## config.mk

```make
export PLATFORM = sky130hd
export DESIGN_NAME = frame_time_pid_detail_regulator_core
export DESIGN_NICKNAME = d
export VERILOG_FILES = /design/src/hw/rtl/ftpr_pkg.sv /design/src/hw/rtl/ftpr_mul.sv /design/src/hw/rtl/ftpr_div.sv /design/src/hw/rtl/frame_time_pid_detail_regulator_core.sv
export SDC_FILE = /design/constraint.sdc
export NUM_CORES = 2
export LEC_CHECK = 0
export BUFFER_PORTS_ARGS = -buffer_cell sky130_fd_sc_hd__buf_2
export CAP_MARGIN = 20
export CORE_MARGIN = 1.5
export CORE_UTILIZATION = 45
export DETAILED_ROUTE_END_ITERATION = 16
export GPL_TIMING_DRIVEN = 0
export PLACE_DENSITY = 0.61
export SETUP_SLACK_MARGIN = 0.4
export SYNTH_ARGS = -nofsm -noshare
export SYNTH_HDL_FRONTEND = slang
export SYNTH_HIERARCHICAL = 1
export SYNTH_SLANG_ARGS = --single-unit
```

## constraint.sdc

```tcl
create_clock -name clock -period 13.2 [get_ports clock]
set_clock_uncertainty 0.05 [all_clocks]
set_input_delay 2.64 -clock clock [delete_from_list [all_inputs] [get_ports clock]]
set_output_delay 2.64 -clock clock [all_outputs]
set_load 0.01 [all_outputs]
```

## src/hw/rtl/ftpr_pkg.sv

```systemverilog
// ----------------------------------------------------------------------------
// ftpr_pkg
// Shared types, constants and helpers of the frame time detail regulator.
// ----------------------------------------------------------------------------
`default_nettype none

package ftpr_pkg;

   // field widths
   localparam int IN_W       = 24;
   localparam int ANGLE_W    = 23;
   localparam int AVG_W      = 18;
   localparam int TERM_W     = 32;
   localparam int CSR_IDX_W  = 3;
   localparam int CSR_DATA_W = 24;

   // serial arithmetic units
   localparam int MUL_A_W   = 40;
   localparam int MUL_B_W   = 24;
   localparam int MUL_P_W   = 64;
   localparam int MUL_CNT_W = $clog2(MUL_B_W);
   localparam int DIV_N_W   = 48;
   localparam int DIV_D_W   = 34;
   localparam int DIV_CNT_W = $clog2(DIV_N_W);

   // numeric constants
   localparam int unsigned TIMESCALE_US = 80000;
   localparam int unsigned CUSHION_MS8  = 768;
   localparam int unsigned RT_MIN       = 256;
   localparam int unsigned RT_MAX       = 256000;
   localparam int unsigned DELTA_MAX    = 1000000;
   localparam int unsigned ANGLE_MIN    = 66;
   localparam int unsigned ANGLE_MAX    = 5898240;
   localparam int unsigned ANGLE_RESET  = 32768;
   localparam int unsigned ONE_Q16      = 65536;
   localparam int unsigned FPS_MAX      = 65535;
   localparam int unsigned FPS_NUM      = 65536000;
   localparam int unsigned TARGET_MIN   = 128;
   localparam int unsigned TARGET_RESET = 16640;
   localparam int unsigned SCALE_MIN    = 256;
   localparam int unsigned GAIN_P_RESET = 65536;
   localparam int unsigned VSCALE_RESET = 65536;

   // register indexes
   localparam logic [CSR_IDX_W-1:0] CSR_AUTO_ENABLE    = 3'd0;
   localparam logic [CSR_IDX_W-1:0] CSR_TARGET_FPS     = 3'd1;
   localparam logic [CSR_IDX_W-1:0] CSR_SMOOTH_SCALE   = 3'd2;
   localparam logic [CSR_IDX_W-1:0] CSR_GAIN_P         = 3'd3;
   localparam logic [CSR_IDX_W-1:0] CSR_GAIN_I         = 3'd4;
   localparam logic [CSR_IDX_W-1:0] CSR_GAIN_D         = 3'd5;
   localparam logic [CSR_IDX_W-1:0] CSR_VARIANCE_SCALE = 3'd6;
   localparam logic [CSR_IDX_W-1:0] CSR_ANGLE_INIT     = 3'd7;

   typedef enum logic [2:0] {
      ST_IDLE,
      ST_RUN,
      ST_WAIT,
      ST_SUM,
      ST_OUT
   } state_type;

   localparam int STEP_W = 5;

   typedef enum logic [STEP_W-1:0] {
      STEP_NB,
      STEP_SDEN,
      STEP_SB,
      STEP_FAVG1,
      STEP_FAVG2,
      STEP_SAVG1,
      STEP_SAVG2,
      STEP_FPSF,
      STEP_FPSS,
      STEP_DSQ,
      STEP_VAR,
      STEP_ESQ,
      STEP_NOISE,
      STEP_ENUM,
      STEP_E,
      STEP_EDT,
      STEP_INTEG,
      STEP_DE,
      STEP_DERIV,
      STEP_P,
      STEP_I,
      STEP_D
   } step_type;

   function automatic logic signed [TERM_W-1:0] sat32(input logic signed [64:0] x);
      if (x > 65'sd2147483647) begin
         return 32'sh7FFF_FFFF;
      end else if (x < -65'sd2147483648) begin
         return 32'sh8000_0000;
      end
      return x[TERM_W-1:0];
   endfunction

endpackage

`default_nettype wire

```

## src/hw/rtl/ftpr_mul.sv

```systemverilog
// ----------------------------------------------------------------------------
// ftpr_mul
// Bit-serial unsigned shift-add multiplier, one multiplier bit per cycle.
// ----------------------------------------------------------------------------
`default_nettype none

module ftpr_mul (
   input  logic                          clock,
   input  logic                          reset,
   input  logic                          start,
   input  logic [ftpr_pkg::MUL_A_W-1:0]  a,
   input  logic [ftpr_pkg::MUL_B_W-1:0]  b,
   output logic                          done,
   output logic [ftpr_pkg::MUL_P_W-1:0]  prod
);
   import ftpr_pkg::*;

   logic [MUL_P_W-1:0]   mcand_ff;
   logic [MUL_B_W-1:0]   mplier_ff;
   logic [MUL_P_W-1:0]   acc_ff;
   logic [MUL_CNT_W-1:0] cnt_ff;
   logic                 busy_ff;
   logic                 done_ff;

   always_ff @(posedge clock) begin
      if (reset) begin
         busy_ff <= 1'b0;
         done_ff <= 1'b0;
         cnt_ff  <= '0;
      end else begin
         done_ff <= 1'b0;
         if (start) begin
            busy_ff <= 1'b1;
            cnt_ff  <= '0;
         end else if (busy_ff) begin
            cnt_ff <= cnt_ff + MUL_CNT_W'(1);
            if (cnt_ff == MUL_CNT_W'(MUL_B_W - 1)) begin
               busy_ff <= 1'b0;
               done_ff <= 1'b1;
            end
         end
      end
   end

   always_ff @(posedge clock) begin
      if (start) begin
         mcand_ff  <= MUL_P_W'(a);
         mplier_ff <= b;
         acc_ff    <= '0;
      end else if (busy_ff) begin
         if (mplier_ff[0]) begin
            acc_ff <= acc_ff + mcand_ff;
         end
         mcand_ff  <= {mcand_ff[MUL_P_W-2:0], 1'b0};
         mplier_ff <= {1'b0, mplier_ff[MUL_B_W-1:1]};
      end
   end

   assign done = done_ff;
   assign prod = acc_ff;

endmodule

`default_nettype wire

```

## src/hw/rtl/ftpr_div.sv

```systemverilog
// ----------------------------------------------------------------------------
// ftpr_div
// Bit-serial restoring divider, one quotient bit per cycle.
// ----------------------------------------------------------------------------
`default_nettype none

module ftpr_div (
   input  logic                          clock,
   input  logic                          reset,
   input  logic                          start,
   input  logic [ftpr_pkg::DIV_N_W-1:0]  dividend,
   input  logic [ftpr_pkg::DIV_D_W-1:0]  divisor,
   output logic                          done,
   output logic [ftpr_pkg::DIV_N_W-1:0]  quot
);
   import ftpr_pkg::*;

   logic [DIV_N_W-1:0]   quo_ff;
   logic [DIV_D_W-1:0]   rem_ff;
   logic [DIV_D_W-1:0]   dsr_ff;
   logic [DIV_CNT_W-1:0] cnt_ff;
   logic                 busy_ff;
   logic                 done_ff;
   logic [DIV_D_W:0]     trial;
   logic                 fits;

   assign trial = {rem_ff, quo_ff[DIV_N_W-1]};
   assign fits  = (trial >= {1'b0, dsr_ff});

   always_ff @(posedge clock) begin
      if (reset) begin
         busy_ff <= 1'b0;
         done_ff <= 1'b0;
         cnt_ff  <= '0;
      end else begin
         done_ff <= 1'b0;
         if (start) begin
            busy_ff <= 1'b1;
            cnt_ff  <= '0;
         end else if (busy_ff) begin
            cnt_ff <= cnt_ff + DIV_CNT_W'(1);
            if (cnt_ff == DIV_CNT_W'(DIV_N_W - 1)) begin
               busy_ff <= 1'b0;
               done_ff <= 1'b1;
            end
         end
      end
   end

   always_ff @(posedge clock) begin
      if (start) begin
         quo_ff <= dividend;
         rem_ff <= '0;
         dsr_ff <= divisor;
      end else if (busy_ff) begin
         if (fits) begin
            rem_ff <= DIV_D_W'(trial - {1'b0, dsr_ff});
         end else begin
            rem_ff <= trial[DIV_D_W-1:0];
         end
         quo_ff <= {quo_ff[DIV_N_W-2:0], fits};
      end
   end

   assign done = done_ff;
   assign quot = quo_ff;

endmodule

`default_nettype wire

```

## src/hw/rtl/frame_time_pid_detail_regulator_core.sv

```systemverilog
// ----------------------------------------------------------------------------
// frame_time_pid_detail_regulator_core
// PID regulation of a level-of-detail angle from per-frame timings.
// ----------------------------------------------------------------------------
//  - req_* channel: one transaction per frame carries the four frame timings
//    and the wall-clock delta. It is accepted when req_valid is high and
//    req_stall is low. req_stall is high while a transaction is being worked.
//  - rsp_* channel: one result per request, held until taken (rsp_valid high,
//    rsp_stall low). A new request is taken while a result waits; its own
//    result is only written once the previous one has left.
//  - csr_* channel: register writes, always ready; write only while idle.
//    Writing the angle_init register also reloads the angle state.
//  - Arithmetic: one bit-serial multiplier and one bit-serial divider do all
//    arithmetic, one step at a time. A frame that skips regulation ends after
//    the slow average; a regulated one runs every step. A stalled result that
//    still waits holds the block in its output state, so no request is taken.
//  - Reset (synchronous): registers return to their defaults, averages,
//    error history and term record clear, angle reloads to 0.5 degree.
// ----------------------------------------------------------------------------
`default_nettype none

module frame_time_pid_detail_regulator_core (
   input  logic                                    clock,
   input  logic                                    reset,
   // request channel
   input  logic                                    req_valid,
   output logic                                    req_stall,
   input  logic signed [ftpr_pkg::IN_W-1:0]        req_present_time,
   input  logic signed [ftpr_pkg::IN_W-1:0]        req_engine_time,
   input  logic signed [ftpr_pkg::IN_W-1:0]        req_batch_time,
   input  logic signed [ftpr_pkg::IN_W-1:0]        req_gpu_time,
   input  logic signed [ftpr_pkg::IN_W-1:0]        req_frame_delta_us,
   // response channel
   output logic                                    rsp_valid,
   input  logic                                    rsp_stall,
   output logic [ftpr_pkg::ANGLE_W-1:0]            rsp_lod_angle,
   output logic                                    rsp_angle_changed,
   output logic                                    rsp_regulated,
   output logic signed [ftpr_pkg::TERM_W-1:0]      rsp_p_term,
   output logic signed [ftpr_pkg::TERM_W-1:0]      rsp_i_term,
   output logic signed [ftpr_pkg::TERM_W-1:0]      rsp_d_term,
   output logic signed [ftpr_pkg::TERM_W-1:0]      rsp_pid_sum,
   output logic [ftpr_pkg::AVG_W-1:0]              rsp_fast_avg_ms,
   output logic [ftpr_pkg::AVG_W-1:0]              rsp_slow_avg_ms,
   // register write channel
   input  logic                                    csr_valid,
   output logic                                    csr_ready,
   input  logic [ftpr_pkg::CSR_IDX_W-1:0]          csr_index,
   input  logic [ftpr_pkg::CSR_DATA_W-1:0]         csr_data
);
   import ftpr_pkg::*;

   function automatic logic [23:0] mag24(input logic signed [23:0] g);
      return g[23] ? 24'(-g) : 24'(g);
   endfunction

   // ---------------------------------------------------------------- config
   logic               auto_en_ff;
   logic [15:0]        target_ff;
   logic [15:0]        sscale_ff;
   logic signed [23:0] gain_p_ff;
   logic signed [23:0] gain_i_ff;
   logic signed [23:0] gain_d_ff;
   logic signed [23:0] vscale_ff;

   // ------------------------------------------------------------ controller
   state_type state_ff, state_in;
   step_type  step_ff, step_in;
   logic      unit_start;
   logic      capture;
   logic      run_ok;

   // -------------------------------------------------------------- datapath
   logic [AVG_W-1:0]         rt_ff;
   logic [19:0]              delta_ff;
   logic [16:0]              nb_ff;
   logic [16:0]              sb_ff;
   logic [DIV_D_W-1:0]       sden_ff;
   logic [34:0]              blend_ff;
   logic [AVG_W-1:0]         fast_ff;
   logic [AVG_W-1:0]         slow_ff;
   logic [15:0]              fps_f_ff;
   logic [15:0]              fps_s_ff;
   logic [31:0]              dsq_ff;
   logic signed [48:0]       var_ff;
   logic [31:0]              esq_ff;
   logic [16:0]              noise_ff;
   logic [DIV_N_W-1:0]       tmp_ff;
   logic                     neg_ff;
   logic signed [17:0]       e_ff;
   logic signed [17:0]       last_error_ff;
   logic signed [17:0]       integ_ff;
   logic signed [38:0]       deriv_ff;
   logic [ANGLE_W-1:0]       angle_ff;
   logic signed [TERM_W-1:0] term_ff [4];
   logic                     reg_ff;

   // output register
   logic                     rsp_valid_ff;
   logic [ANGLE_W-1:0]       rsp_angle_ff;
   logic                     rsp_changed_ff;
   logic                     rsp_reg_ff;
   logic signed [TERM_W-1:0] rsp_term_ff [4];
   logic [AVG_W-1:0]         rsp_fast_ff;
   logic [AVG_W-1:0]         rsp_slow_ff;

   // unit wiring
   logic [MUL_A_W-1:0] mul_a;
   logic [MUL_B_W-1:0] mul_b;
   logic [MUL_P_W-1:0] mul_prod;
   logic               mul_done;
   logic [DIV_N_W-1:0] div_n;
   logic [DIV_D_W-1:0] div_d;
   logic [DIV_N_W-1:0] div_q;
   logic               div_done;
   logic               use_div;
   logic               neg_in;
   logic               unit_done;

   // -------------------------------------------------- request conditioning
   // negative times clamp to zero; present time is capped by batch + 3 ms
   logic [22:0] pres_pos, eng_pos, bat_pos, gpu_pos;
   logic [23:0] cush, pres_cap, rt_max1, rt_max;
   logic [AVG_W-1:0] rt_clamp;
   logic [19:0] delta_clamp;

   assign pres_pos = req_present_time[IN_W-1] ? '0 : req_present_time[22:0];
   assign eng_pos  = req_engine_time[IN_W-1]  ? '0 : req_engine_time[22:0];
   assign bat_pos  = req_batch_time[IN_W-1]   ? '0 : req_batch_time[22:0];
   assign gpu_pos  = req_gpu_time[IN_W-1]     ? '0 : req_gpu_time[22:0];
   assign cush     = {1'b0, bat_pos} + 24'(CUSHION_MS8);
   assign pres_cap = ({1'b0, pres_pos} > cush) ? cush : {1'b0, pres_pos};
   assign rt_max1  = ({1'b0, eng_pos} > pres_cap) ? {1'b0, eng_pos} : pres_cap;
   assign rt_max   = ({1'b0, gpu_pos} > rt_max1) ? {1'b0, gpu_pos} : rt_max1;
   assign rt_clamp = (rt_max < 24'(RT_MIN)) ? AVG_W'(RT_MIN) :
                     (rt_max > 24'(RT_MAX)) ? AVG_W'(RT_MAX) : rt_max[AVG_W-1:0];
   assign delta_clamp = req_frame_delta_us[IN_W-1] ? '0 :
                        (req_frame_delta_us[22:0] > 23'(DELTA_MAX)) ? 20'(DELTA_MAX) :
                        req_frame_delta_us[19:0];

   // ------------------------------------------------------ derived operands
   logic [15:0]        tgt, ss;
   logic [16:0]        dt;
   logic signed [16:0] d_s, err_s;
   logic [16:0]        d_mag, err_mag, e_mag, integ_mag;
   logic signed [18:0] de_s;
   logic [17:0]        de_mag;
   logic [38:0]        deriv_mag;

   assign tgt       = (target_ff < 16'(TARGET_MIN)) ? 16'(TARGET_MIN) : target_ff;
   assign ss        = (sscale_ff < 16'(SCALE_MIN)) ? 16'(SCALE_MIN) : sscale_ff;
   assign dt        = (delta_ff < 20'(TIMESCALE_US)) ? delta_ff[16:0] : 17'(TIMESCALE_US);
   assign d_s       = $signed({1'b0, fps_s_ff}) - $signed({1'b0, fps_f_ff});
   assign d_mag     = d_s[16] ? 17'(-d_s) : 17'(d_s);
   assign err_s     = $signed({1'b0, tgt}) - $signed({1'b0, fps_s_ff});
   assign err_mag   = err_s[16] ? 17'(-err_s) : 17'(err_s);
   assign e_mag     = e_ff[17] ? 17'(-e_ff) : e_ff[16:0];
   assign integ_mag = integ_ff[17] ? 17'(-integ_ff) : integ_ff[16:0];
   assign de_s      = 19'(e_ff) - 19'(last_error_ff);
   assign de_mag    = de_s[18] ? 18'(-de_s) : de_s[17:0];
   assign deriv_mag = deriv_ff[38] ? 39'(-deriv_ff) : 39'(deriv_ff);

   // noise gate: compare err^2 against var and 2*var
   logic signed [50:0] esq_x, var_x, var2_x, gate_diff;
   assign esq_x     = $signed({19'd0, esq_ff});
   assign var_x     = 51'(var_ff);
   assign var2_x    = var_x <<< 1;
   assign gate_diff = esq_x - var_x;

   // ---------------------------------------------------- operand selection
   always_comb begin
      mul_a   = '0;
      mul_b   = '0;
      div_n   = '0;
      div_d   = '0;
      use_div = 1'b0;
      neg_in  = neg_ff;
      unique case (step_ff)
         STEP_NB: begin
            use_div = 1'b1;
            div_n   = DIV_N_W'({delta_ff, 16'd0});
            div_d   = DIV_D_W'(TIMESCALE_US);
         end
         STEP_SDEN: begin
            mul_a = MUL_A_W'(ss);
            mul_b = MUL_B_W'(TIMESCALE_US);
         end
         STEP_SB: begin
            use_div = 1'b1;
            div_n   = DIV_N_W'({delta_ff, 24'd0});
            div_d   = sden_ff;
         end
         STEP_FAVG1: begin
            mul_a = MUL_A_W'(fast_ff);
            mul_b = MUL_B_W'(17'(ONE_Q16) - nb_ff);
         end
         STEP_FAVG2: begin
            mul_a = MUL_A_W'(rt_ff);
            mul_b = MUL_B_W'(nb_ff);
         end
         STEP_SAVG1: begin
            mul_a = MUL_A_W'(slow_ff);
            mul_b = MUL_B_W'(17'(ONE_Q16) - sb_ff);
         end
         STEP_SAVG2: begin
            mul_a = MUL_A_W'(rt_ff);
            mul_b = MUL_B_W'(sb_ff);
         end
         STEP_FPSF: begin
            use_div = 1'b1;
            div_n   = DIV_N_W'(FPS_NUM);
            div_d   = DIV_D_W'(fast_ff);
         end
         STEP_FPSS: begin
            use_div = 1'b1;
            div_n   = DIV_N_W'(FPS_NUM);
            div_d   = DIV_D_W'(slow_ff);
         end
         STEP_DSQ: begin
            mul_a = MUL_A_W'(d_mag);
            mul_b = MUL_B_W'(d_mag);
         end
         STEP_VAR: begin
            mul_a  = MUL_A_W'(dsq_ff);
            mul_b  = mag24(vscale_ff);
            neg_in = vscale_ff[23];
         end
         STEP_ESQ: begin
            mul_a = MUL_A_W'(err_mag);
            mul_b = MUL_B_W'(err_mag);
         end
         STEP_NOISE: begin
            use_div = 1'b1;
            div_n   = {gate_diff[31:0], 16'd0};
            div_d   = var_ff[DIV_D_W-1:0];
         end
         STEP_ENUM: begin
            mul_a = MUL_A_W'(err_mag);
            mul_b = MUL_B_W'(noise_ff);
         end
         STEP_E: begin
            use_div = 1'b1;
            div_n   = tmp_ff;
            div_d   = DIV_D_W'(tgt);
            neg_in  = err_s[16];
         end
         STEP_EDT: begin
            mul_a  = MUL_A_W'(e_mag);
            mul_b  = MUL_B_W'(dt);
            neg_in = e_ff[17];
         end
         STEP_INTEG: begin
            use_div = 1'b1;
            div_n   = tmp_ff;
            div_d   = DIV_D_W'(DELTA_MAX);
         end
         STEP_DE: begin
            mul_a  = MUL_A_W'(de_mag);
            mul_b  = MUL_B_W'(DELTA_MAX);
            neg_in = de_s[18];
         end
         STEP_DERIV: begin
            use_div = 1'b1;
            div_n   = tmp_ff;
            div_d   = DIV_D_W'(dt);
         end
         STEP_P: begin
            mul_a  = MUL_A_W'(e_mag);
            mul_b  = mag24(gain_p_ff);
            neg_in = e_ff[17] ^ gain_p_ff[23];
         end
         STEP_I: begin
            mul_a  = MUL_A_W'(integ_mag);
            mul_b  = mag24(gain_i_ff);
            neg_in = integ_ff[17] ^ gain_i_ff[23];
         end
         STEP_D: begin
            mul_a  = MUL_A_W'(deriv_mag);
            mul_b  = mag24(gain_d_ff);
            neg_in = deriv_ff[38] ^ gain_d_ff[23];
         end
         default: begin
            use_div = 1'b0;
         end
      endcase
   end

   // ------------------------------------------------------- shared units
   ftpr_mul u_mul (
      .clock (clock),
      .reset (reset),
      .start (unit_start && !use_div),
      .a     (mul_a),
      .b     (mul_b),
      .done  (mul_done),
      .prod  (mul_prod)
   );

   ftpr_div u_div (
      .clock    (clock),
      .reset    (reset),
      .start    (unit_start && use_div),
      .dividend (div_n),
      .divisor  (div_d),
      .done     (div_done),
      .quot     (div_q)
   );

   assign unit_done = mul_done || div_done;

   // ------------------------------------------------------ result shaping
   logic signed [64:0]  prod_s, prod_sh;
   logic signed [48:0]  quot_s;
   logic [35:0]         blend_sum;
   logic [19:0]         blend_q;
   logic [AVG_W-1:0]    blend_new;
   logic [15:0]         fps_new;
   logic signed [17:0]  e_new;
   logic signed [49:0]  isum;
   logic signed [17:0]  integ_new;
   logic [16:0]         noise_new;

   assign prod_s  = neg_ff ? -$signed({1'b0, mul_prod}) : $signed({1'b0, mul_prod});
   assign prod_sh = prod_s >>> 16;
   assign quot_s  = neg_ff ? -$signed({1'b0, div_q}) : $signed({1'b0, div_q});

   // rounded blend, capped at the render time ceiling
   assign blend_sum = 36'(blend_ff) + 36'(mul_prod[34:0]) + 36'd32768;
   assign blend_q   = blend_sum[35:16];
   assign blend_new = (blend_q > 20'(RT_MAX)) ? AVG_W'(RT_MAX) : blend_q[AVG_W-1:0];

   assign fps_new = (div_q > DIV_N_W'(FPS_MAX)) ? 16'(FPS_MAX) : div_q[15:0];

   assign e_new = (quot_s > 49'sd65536)  ? 18'sd65536 :
                  (quot_s < -49'sd65536) ? -18'sd65536 : quot_s[17:0];

   assign isum      = 50'(integ_ff) + 50'(quot_s);
   assign integ_new = (isum > 50'sd65536)  ? 18'sd65536 :
                      (isum < -50'sd65536) ? -18'sd65536 : isum[17:0];

   // below var: gate shut; up to 2*var: ramp; beyond: fully open
   assign noise_new = (esq_x < var_x)  ? 17'd0 :
                      (esq_x < var2_x) ? div_q[16:0] : 17'(ONE_Q16);

   assign run_ok = auto_en_ff && (delta_ff != '0) && (fast_ff != '0) && (blend_new != '0);

   // ---------------------------------------------------- angle update
   logic signed [64:0]  sum3;
   logic signed [33:0]  asum;
   logic [ANGLE_W-1:0]  angle_new;

   assign sum3 = 65'(term_ff[0]) + 65'(term_ff[1]) + 65'(term_ff[2]);
   assign asum = $signed({11'd0, angle_ff}) + 34'(term_ff[3]);
   assign angle_new = (asum < 34'sd66)      ? ANGLE_W'(ANGLE_MIN) :
                      (asum > 34'sd5898240) ? ANGLE_W'(ANGLE_MAX) : asum[ANGLE_W-1:0];

   // ---------------------------------------------------- state machine
   always_ff @(posedge clock) begin
      if (reset) begin
         state_ff <= ST_IDLE;
         step_ff  <= STEP_NB;
      end else begin
         state_ff <= state_in;
         step_ff  <= step_in;
      end
   end

   always_comb begin
      state_in   = state_ff;
      step_in    = step_ff;
      unit_start = 1'b0;
      capture    = 1'b0;
      unique case (state_ff)
         ST_IDLE: begin
            if (req_valid) begin
               state_in = ST_RUN;
               step_in  = STEP_NB;
            end
         end
         ST_RUN: begin
            unit_start = 1'b1;
            state_in   = ST_WAIT;
         end
         ST_WAIT: begin
            if (unit_done) begin
               capture = 1'b1;
               if (step_ff == STEP_SAVG2 && !run_ok) begin
                  state_in = ST_OUT;
               end else if (step_ff == STEP_D) begin
                  state_in = ST_SUM;
               end else begin
                  state_in = ST_RUN;
                  step_in  = step_type'(step_ff + STEP_W'(1));
               end
            end
         end
         ST_SUM: begin
            state_in = ST_OUT;
         end
         ST_OUT: begin
            if (!rsp_valid_ff || !rsp_stall) begin
               state_in = ST_IDLE;
            end
         end
         default: begin
            state_in = ST_IDLE;
         end
      endcase
   end

   assign req_stall = (state_ff != ST_IDLE);
   assign csr_ready = 1'b1;

   // ------------------------------------------ config and regulator state
   always_ff @(posedge clock) begin
      if (reset) begin
         auto_en_ff    <= 1'b1;
         target_ff     <= 16'(TARGET_RESET);
         sscale_ff     <= 16'(SCALE_MIN);
         gain_p_ff     <= 24'(GAIN_P_RESET);
         gain_i_ff     <= '0;
         gain_d_ff     <= '0;
         vscale_ff     <= 24'(VSCALE_RESET);
         angle_ff      <= ANGLE_W'(ANGLE_RESET);
         fast_ff       <= '0;
         slow_ff       <= '0;
         last_error_ff <= '0;
         integ_ff      <= '0;
         reg_ff        <= 1'b0;
         for (int k = 0; k < 4; k++) begin
            term_ff[k] <= '0;
         end
      end else begin
         if (csr_valid) begin
            unique case (csr_index)
               CSR_AUTO_ENABLE:    auto_en_ff <= csr_data[0];
               CSR_TARGET_FPS:     target_ff  <= csr_data[15:0];
               CSR_SMOOTH_SCALE:   sscale_ff  <= csr_data[15:0];
               CSR_GAIN_P:         gain_p_ff  <= csr_data;
               CSR_GAIN_I:         gain_i_ff  <= csr_data;
               CSR_GAIN_D:         gain_d_ff  <= csr_data;
               CSR_VARIANCE_SCALE: vscale_ff  <= csr_data;
               CSR_ANGLE_INIT: begin
                  if (csr_data[ANGLE_W-1:0] < ANGLE_W'(ANGLE_MIN)) begin
                     angle_ff <= ANGLE_W'(ANGLE_MIN);
                  end else if (csr_data[ANGLE_W-1:0] > ANGLE_W'(ANGLE_MAX)) begin
                     angle_ff <= ANGLE_W'(ANGLE_MAX);
                  end else begin
                     angle_ff <= csr_data[ANGLE_W-1:0];
                  end
               end
               default: ;
            endcase
         end
         if (capture) begin
            case (step_ff)
               STEP_FAVG2: fast_ff <= blend_new;
               STEP_SAVG2: begin
                  slow_ff <= blend_new;
                  reg_ff  <= run_ok;
               end
               STEP_INTEG: integ_ff <= integ_new;
               STEP_DERIV: last_error_ff <= e_ff;
               STEP_P:     term_ff[0] <= sat32(prod_sh);
               STEP_I:     term_ff[1] <= sat32(prod_sh);
               STEP_D:     term_ff[2] <= sat32(prod_sh);
               default: ;
            endcase
         end
         if (state_ff == ST_SUM) begin
            term_ff[3] <= sat32(sum3);
         end
         if (state_ff == ST_OUT && (!rsp_valid_ff || !rsp_stall) && reg_ff) begin
            angle_ff <= angle_new;
         end
      end
   end

   // ------------------------------------------------ working registers
   always_ff @(posedge clock) begin
      if (state_ff == ST_IDLE && req_valid) begin
         rt_ff    <= rt_clamp;
         delta_ff <= delta_clamp;
      end
      if (unit_start) begin
         neg_ff <= neg_in;
      end
      if (capture) begin
         case (step_ff)
            STEP_NB: nb_ff <= (delta_ff < 20'(TIMESCALE_US)) ? div_q[16:0] : 17'(ONE_Q16);
            STEP_SDEN: sden_ff <= mul_prod[DIV_D_W-1:0];
            STEP_SB: begin
               sb_ff <= (DIV_D_W'({delta_ff, 8'd0}) < sden_ff) ? div_q[16:0]
                                                                 : 17'(ONE_Q16);
            end
            STEP_FAVG1, STEP_SAVG1: blend_ff <= mul_prod[34:0];
            STEP_FPSF:  fps_f_ff <= fps_new;
            STEP_FPSS:  fps_s_ff <= fps_new;
            STEP_DSQ:   dsq_ff   <= mul_prod[31:0];
            STEP_VAR:   var_ff   <= prod_sh[48:0];
            STEP_ESQ:   esq_ff   <= mul_prod[31:0];
            STEP_NOISE: noise_ff <= noise_new;
            STEP_ENUM, STEP_EDT, STEP_DE: tmp_ff <= mul_prod[DIV_N_W-1:0];
            STEP_E:     e_ff     <= e_new;
            STEP_DERIV: deriv_ff <= quot_s[38:0];
            default: ;
         endcase
      end
   end

   // -------------------------------------------------- output register
   always_ff @(posedge clock) begin
      if (reset) begin
         rsp_valid_ff <= 1'b0;
      end else if (state_ff == ST_OUT && (!rsp_valid_ff || !rsp_stall)) begin
         rsp_valid_ff <= 1'b1;
      end else if (!rsp_stall) begin
         rsp_valid_ff <= 1'b0;
      end
   end

   always_ff @(posedge clock) begin
      if (state_ff == ST_OUT && (!rsp_valid_ff || !rsp_stall)) begin
         rsp_angle_ff   <= reg_ff ? angle_new : angle_ff;
         rsp_changed_ff <= reg_ff && (angle_new != angle_ff);
         rsp_reg_ff     <= reg_ff;
         rsp_fast_ff    <= fast_ff;
         rsp_slow_ff    <= slow_ff;
         for (int k = 0; k < 4; k++) begin
            rsp_term_ff[k] <= term_ff[k];
         end
      end
   end

   assign rsp_valid         = rsp_valid_ff;
   assign rsp_lod_angle     = rsp_angle_ff;
   assign rsp_angle_changed = rsp_changed_ff;
   assign rsp_regulated     = rsp_reg_ff;
   assign rsp_p_term        = rsp_term_ff[0];
   assign rsp_i_term        = rsp_term_ff[1];
   assign rsp_d_term        = rsp_term_ff[2];
   assign rsp_pid_sum       = rsp_term_ff[3];
   assign rsp_fast_avg_ms   = rsp_fast_ff;
   assign rsp_slow_avg_ms   = rsp_slow_ff;

endmodule

`default_nettype wire

```

# Word level (Yosys, flattened, before mapping)
# Memory sizes are Yosys's and may differ from the RTL's.
# Index checks and enable logic that the tools add are counted.
dict set report word_totals {
  regBits 987
  elab_cells 369
  n_memories 2
  input_bits 152
  mem_bits_rw 256
}
dict set report op_classes {
  n_addsub 30
  reduce_logical 73
  n_mux 132
  n_eq_ne 41
  bitwise_logic 10
  order_cmp 27
}
# memory depth width read_ports rd_ports_with_merged_regs wr line
set mem_list {}
lappend mem_list {rsp_term_ff 4 32 4 0 4 frame_time_pid_detail_regulator_core.sv:103} ;# logic signed [TERM_W-1:0] rsp_term_ff [4];
lappend mem_list {term_ff 4 32 4 0 4 frame_time_pid_detail_regulator_core.sv:95} ;# logic signed [TERM_W-1:0] term_ff [4];
# op n
set ops {}
lappend ops {{32-bit two-way mux} 23}
lappend ops {{39-bit one-hot mux with 11 select lines} 1}
lappend ops {{24-bit one-hot mux with 14 select lines} 1}
lappend ops {{23-bit two-way mux} 12}
lappend ops {{34-bit one-hot mux with 8 select lines} 1}
lappend ops {{48-bit one-hot mux with 5 select lines} 1}
lappend ops {{24-bit two-way mux} 9}
lappend ops {{18-bit two-way mux} 6}
lappend ops {{17-bit two-way mux} 6}
lappend ops {{48-bit two-way mux} 2}
lappend ops {{24-bit negator} 4}
lappend ops {{40-bit two-way mux} 2}
lappend ops {{23-bit by 24-bit > comparator with 1-bit output} 3}
lappend ops {{17-bit negator} 4}
lappend ops {{65-bit two-way mux} 1}
lappend ops {{64-bit negator with 65-bit output} 1}
lappend ops {{64-bit adder} 1}
lappend ops {{2-bit AND reduction} 26}
lappend ops {{18-bit by 49-bit adder with 50-bit output} 1}
lappend ops {{50-bit by 18-bit > comparator with 1-bit output, second input constant} 1}
lappend ops {{33-bit by 50-bit less-than comparator with 1-bit output} 1}
lappend ops {{50-bit by 17-bit less-than comparator with 1-bit output, second input constant} 1}
lappend ops {{49-bit by 18-bit > comparator with 1-bit output, second input constant} 1}
lappend ops {{49-bit by 32-bit > comparator with 1-bit output, second input constant} 1}
lappend ops {{other kinds (77)} 203}

# Logic depth before layout (Yosys ltp)
dict set report depth {
  depth_word 13
  depth_mapped 48
  depth_no_buf 42
}

# Hierarchy
# Netlist, hierarchy kept.
# module seq_area_each_um2 cells_per_inst area_per_inst_um2 instances
set modules_own_cells {}
lappend modules_own_cells {frame_time_pid_detail_regulator_core 26485.4 6603 62157.1 1}
lappend modules_own_cells {ftpr_mul 3823.7 1080 9920.8 1}
lappend modules_own_cells {ftpr_div 3303.2 649 6786.5 1}

# Worst setup path after synthesis
# Ideal clock, no wire load.
dict set report synth_timing {
  path_type {input to register}
  from {in rsp_stall}
  to {reg angle_ff[8]}
  required_time_ns 13.017
  stages 8
  setup_time_ns 0.133
  arrival_time_ns 13.380
  slack_ns -0.363
  path_cell_list {a21oi_1 > and2_1 > clkbuf_1 > a31oi_1 > and2_1 > clkbuf_1 > a22oi_1 > a211oi_1}
}
dict set report synth_between {
  elab_chain_cells 6
}
# element line
set synth_lines {}
lappend synth_lines {{from (decl)} frame_time_pid_detail_regulator_core.sv:35} ;# input logic rsp_stall,
lappend synth_lines {{1-bit logical NOT (*)} frame_time_pid_detail_regulator_core.sv:473} ;# if (state_ff == ST_OUT && (!rsp_valid_ff || !rsp_stall) && reg_ff) begin
lappend synth_lines {{1-bit logical OR (*)} frame_time_pid_detail_regulator_core.sv:473}
lappend synth_lines {{1-bit logical AND (*) (2 in series)} frame_time_pid_detail_regulator_core.sv:473}
lappend synth_lines {{2-bit nonzero test (no line)} --}
lappend synth_lines {{2-bit AND reduction (no line)} --}
lappend synth_lines {{to (signal assigned)} frame_time_pid_detail_regulator_core.sv:447} ;# angle_ff <= ANGLE_W'(ANGLE_MAX);
lappend synth_lines {{to (signal assigned)} frame_time_pid_detail_regulator_core.sv:449} ;# angle_ff <= csr_data[ANGLE_W-1:0];
lappend synth_lines {{to (signal assigned)} frame_time_pid_detail_regulator_core.sv:474} ;# angle_ff <= angle_new;
lappend synth_lines {{to (decl)} frame_time_pid_detail_regulator_core.sv:94} ;# logic [ANGLE_W-1:0] angle_ff;
# Every way passes the cells marked *; elsewhere a longest branch is shown, timed or not.
# A chain may end at the register's enable or synchronous reset.

# Worst setup path after layout
dict set report layout_timing {
  from {in req_batch_time[9] (netlist name)}
  to {reg rt_ff[9], data pin}
}
dict set report layout_between {
  elab_chain_cells 10
}
# element line
set layout_lines {}
lappend layout_lines {{from (decl)} frame_time_pid_detail_regulator_core.sv:30} ;# input logic signed [ftpr_pkg::IN_W-1:0] req_batch_time,
lappend layout_lines {{23-bit two-way mux (*)} frame_time_pid_detail_regulator_core.sv:129} ;# assign bat_pos = req_batch_time[IN_W-1] ? '0 : req_batch_time[22:0];
lappend layout_lines {{23-bit by 10-bit adder with 24-bit output (*)} frame_time_pid_detail_regulator_core.sv:131} ;# assign cush = {1'b0, bat_pos} + 24'(CUSHION_MS8);
lappend layout_lines {{23-bit by 24-bit > comparator with 1-bit output} frame_time_pid_detail_regulator_core.sv:132} ;# assign pres_cap = ({1'b0, pres_pos} > cush) ? cush : {1'b0, pres_pos};
lappend layout_lines {{24-bit two-way mux (*)} frame_time_pid_detail_regulator_core.sv:132}
lappend layout_lines {{23-bit by 24-bit > comparator with 1-bit output} frame_time_pid_detail_regulator_core.sv:133} ;# assign rt_max1 = ({1'b0, eng_pos} > pres_cap) ? {1'b0, eng_pos} : pres_cap;
lappend layout_lines {{24-bit two-way mux (*)} frame_time_pid_detail_regulator_core.sv:133}
lappend layout_lines {{23-bit by 24-bit > comparator with 1-bit output} frame_time_pid_detail_regulator_core.sv:134} ;# assign rt_max = ({1'b0, gpu_pos} > rt_max1) ? {1'b0, gpu_pos} : rt_max1;
lappend layout_lines {{24-bit two-way mux (*)} frame_time_pid_detail_regulator_core.sv:134}
lappend layout_lines {{24-bit by 9-bit less-than comparator with 1-bit output / 24-bit by 18-bit > comparator with 1-bit output (equally long branches)} {frame_time_pid_detail_regulator_core.sv:135, frame_time_pid_detail_regulator_core.sv:136}}
lappend layout_lines {{2-bit OR reduction (no line)} --}
lappend layout_lines {{to (signal assigned)} frame_time_pid_detail_regulator_core.sv:482} ;# rt_ff <= rt_clamp;
lappend layout_lines {{to (decl)} frame_time_pid_detail_regulator_core.sv:74} ;# logic [AVG_W-1:0] rt_ff;
# Marks and branches as above.

==> out/results.txt <==
Fraction of synthesized cell area taken by the top area cell type: 33.2%. The worst setup path is captured at a register. STA classifies the critical path startpoint as an input pin. The count of antenna-violating nets left after detailed routing is 0. The critical path is of the in -> reg type.

The proportion of layout cells with a drive suffix above 1 was 10.2%. The number of distinct standard cells referenced by the synthesized netlist came out at 116. The average routed wire per standard cell is 27.6 microns.

The leakage power came out at 0.0342 uW. In the synthesized netlist, the cells that appear most often are sky130_fd_sc_hd__nand2_1 (921), sky130_fd_sc_hd__edfxtp_1 (872), sky130_fd_sc_hd__a21oi_1 (686), sky130_fd_sc_hd__nor2_1 (561), sky130_fd_sc_hd__ha_1 (487). For the die footprint, the log shows 178,000 sq um. Timing would allow up to 83.5 MHz. The number of synthesized flops with an enable pin is 872, and the worst hold path depth is 2. For this run, the slowest stage of the critical path takes 450 ps. The time the worst path needs with I/O delays and setup is 11,980 ps. The number of max-slew violations in the final report was 0.

The logs give 0 for the post-CTS setup buffer count and 344 for the I/O pin count. The ratio of routed vias to standard cells is 6.19, and the share of the cycle needed by the critical path after routing is 90.7%. Class of the tightest hold or removal check: reg -> reg. Reg-to-reg startpoint: neg_ff. The tools report the total negative slack for setup checks as 0 ps.

The startpoint identified for the worst hold timing path is last_error_ff[3]. Number of cell rows: 153. By instance count, the cell type seen most on the critical path is sky130_fd_sc_hd__nor2_1. For the pin with the worst max-slew slack, the measured transition is 1290 ps. The CTS root buffer is sky130_fd_sc_hd__clkbuf_16. Clock-pin slew was measured on the worst setup and hold paths at 60 ps.

The first global-routing pass estimated 449 mm of wire. The logs give 9,012 for the number of nets in the synthesized netlist and 78,900 sq um for the mapped cell area. For the number of violations of the max-capacitance limit, the log shows 0. The tools report the pre-CTS setup slack as 207 ps. In this run the worst path has a maximum fanout of 10.

For this block, the initial DRC count from the detailed router was 8,307. The number of antenna violations at the first check in global routing is 18. The clock reaches the later pin of the worst-skew pair after 830 ps.

For the instance count of the mapped netlist, the log shows 8,332. Endpoint of the worst hold-timing path: last_error_ff[3]. TritonCTS built the clock tree.

The tools report the total design power as 10,800 uW. The worst register-to-register path ends at integ_ff[11]. Counting flops and latches in the post-synthesis netlist gives 1,243. The via count of the first global-routing pass came out at 65,641.

For this run, the number of Yosys warnings is 6. Setup slack on the critical path of the routed design comes to 1220 ps. In this run the register-to-register setup slack is 1880 ps.

Counting along the longest clock path gives a buffer depth of 3. After detailed routing, the number of remaining DRC violations is 0. Yosys attributes the largest share of cell area to sky130_fd_sc_hd__edfxtp_1 (33%), sky130_fd_sc_hd__dfxtp_1 (9.4%), sky130_fd_sc_hd__ha_1 (7.7%). At the end of routability-driven placement, the weighted congestion stood at 1.05. In the synthesized netlist the async set-or-reset flop fraction comes to 0%.

The post-synthesis sequential area ratio is 42.6%. Setup repair after global routing left no endpoint under its margin. Once detailed placement completed, the half-perimeter wirelength came to 246 mm. The growth of design area from synthesis to finish is 13.1%.

The cell with the largest stage delay on the worst path is sky130_fd_sc_hd__or3_1. For this run, the detailed router's first-pass iteration total came to 10. The synthesized design spends more area on one cell type than any other, namely sky130_fd_sc_hd__edfxtp_1. The number of nets in the finished design is 9,528. The H-tree generated during clock tree synthesis spans 4 levels. For this block, the via count after detailed routing is 70,107. The clock net in this run drives a total of 1,243 sinks. VDD sags by at most 0.0864 mV. Most numerous cell in the Yosys netlist: sky130_fd_sc_hd__nand2_1. The worst pin sits at a relative slew slack of 14.1%. The tools report the CTS buffer count as 145.

The logs give 12,470 ps for the arrival time of data at the critical path endpoint and 45.3% for the initial standard-cell utilization of the core. In the global route stage, overall resource usage came out at 34.1%. The tightest hold path in the finished design has a slack of 404 ps.

Setup violations remaining at the end of the flow were counted as 0. The number of I/O port buffers works out to 321. From left edge to right edge, the die measures 422 microns. The hold violation count in the final report came out at 0. The flow ran to the end, and the final reports show no timing, DRC or antenna violations. Dividing the synthesized area by the synthesized cell count gives 9.47 sq um. Dominant register cell in the synthesized netlist: sky130_fd_sc_hd__edfxtp_1. After floorplanning, the core was sized to cover 174,000 sq um. For this block, the routed nets add up to 313 mm of wire. Post-CTS repair changed the size of 0 cells. Measured along the y axis, the die boundary spans 422 microns.

Number of hold buffers added after CTS: 0. The cell count of the worst reg-to-reg path was 25. Entering global routing, the biggest net connects 51 pins. For this design the ratio of total power to cell area is 121 nW/um^2.

At the worst endpoint, the required time is 13,690 ps. Global-route congestion overflow total: 0.
## metal layers
| metal | global-route usage [%] | vias up | wire (microns) |
|---|---|---|---|
| met3 | 7.35 | 702 | 29000 |
| met4 | 16.4 | 8 | 17000 |
| met1 | 45.3 | 34068 | 130000 |
| met2 | 52.8 | 3442 | 137000 |
| li1 | - | 31887 | - |
| met5 | 0 | - | 56 |
## area by class of cell
| cell class | instances | area [sq um] |
|---|---|---|
| sequential | 1243 | 33600 |
| inverter | 399 | 1500 |
| tap | 2325 | 2910 |
| clock inverter | 82 | 826 |
| clock buffer | 189 | 4000 |
| timing repair buffer | 369 | 2340 |
| buffer | 383 | 1670 |
| multi-input combinational | 6307 | 42300 |
| antenna | 23 | 57.6 |
| fill | 16234 | 84800 |
## report_power, final
part	internal (uW)	switching [uW]	total [uW]
sequential	4340	306	4640
clock	2370	1750	4130
combinational	755	1290	2050
## per-stage QoR
stage                     util, %  instance area (sq um)  std cells
final                        51.2                  89200      11320
after detailed placement     48.4                  84300      11026
after global placement       47.9                  83400      10978
after global routing         51.2                  89100      11310
after floorplan                 -                  78900       8332
after CTS                    51.2                  89100      11297
## sequential cells by signal, summed over array words and instances, names as in the netlist, 32 cells and up
signal	flops
u_div/dsr_ff	34
esq_ff	32
blend_ff	35
var_ff	49
u_div/rem_ff	34
u_div/quot	48
u_mul/prod	64
term_ff	128
sden_ff	34
rsp_term_ff	128
deriv_ff	39
u_mul/mcand_ff	64
tmp_ff	48
dsq_ff	32
## how the worst max path moves through the flow
stage,from,depth (start not counted),to
6_report,req_batch_time[9],48,rt_ff[9]
5_1_grt,req_batch_time[9],48,rt_ff[4]
4_1_cts,req_batch_time[9],47,rt_ff[11]
3_5_place_dp,req_batch_time[9],47,rt_ff[11]
3_3_place_gp,req_batch_time[9],47,rt_ff[11]
2_1_floorplan,req_batch_time[9],46,rt_ff[11]
## placed cells by master (no fill, tap or decap), types with 41 or more instances in the layout
master                        n
sky130_fd_sc_hd__fa_1        41
sky130_fd_sc_hd__clkbuf_1   325
sky130_fd_sc_hd__nor2b_1    117
sky130_fd_sc_hd__mux2_2     131
sky130_fd_sc_hd__mux2i_1     51
sky130_fd_sc_hd__a21o_1     173
sky130_fd_sc_hd__nor3_1     144
sky130_fd_sc_hd__nor2_1     552
sky130_fd_sc_hd__nand3_1    204
sky130_fd_sc_hd__and3_1      56
sky130_fd_sc_hd__a31oi_1     56
sky130_fd_sc_hd__o21ai_0    456
sky130_fd_sc_hd__edfxtp_1   872
sky130_fd_sc_hd__and2_1     127
sky130_fd_sc_hd__a211oi_1    73
sky130_fd_sc_hd__o41ai_1     48
sky130_fd_sc_hd__o31ai_1     98
sky130_fd_sc_hd__xor2_1     281
sky130_fd_sc_hd__a22oi_1     76
sky130_fd_sc_hd__ha_1       487
sky130_fd_sc_hd__dfxtp_1    371
sky130_fd_sc_hd__a21oi_1    684
sky130_fd_sc_hd__nand4_1    108
sky130_fd_sc_hd__inv_1      394
sky130_fd_sc_hd__o21a_1      57
sky130_fd_sc_hd__xnor2_1    269
sky130_fd_sc_hd__clkbuf_16  152
sky130_fd_sc_hd__nand2_1    921
sky130_fd_sc_hd__a221oi_1    55
sky130_fd_sc_hd__o211ai_1    53
sky130_fd_sc_hd__nor4_1      85
sky130_fd_sc_hd__nand2b_1   126
sky130_fd_sc_hd__buf_2      354
sky130_fd_sc_hd__or4_1       56
sky130_fd_sc_hd__or3_1       80
## kinds of logic after synthesis
logic type,after synthesis,share of synthesized area (%)
AOI/OAI and AO/OA,2278,18.9
muxes,182,2.52
buffers and inverters,782,4.00
DFF,1243,42.6
other,2,0.00952
xor gates and xnor gates,550,6.11
adders and majority gates,528,8.77
and+or+nand+nor,2767,17.1
## worst max-delay path, delay by kind of cell
family	cells	cell delay [ps]
adders and majority gates	3	880
and+or+nand+nor	22	3910
xor gates and xnor gates	1	150
AOI/OAI and AO/OA	13	2550
buffers and inverters	9	2360
No activity file was read; power rests on OpenSTA's default activity.
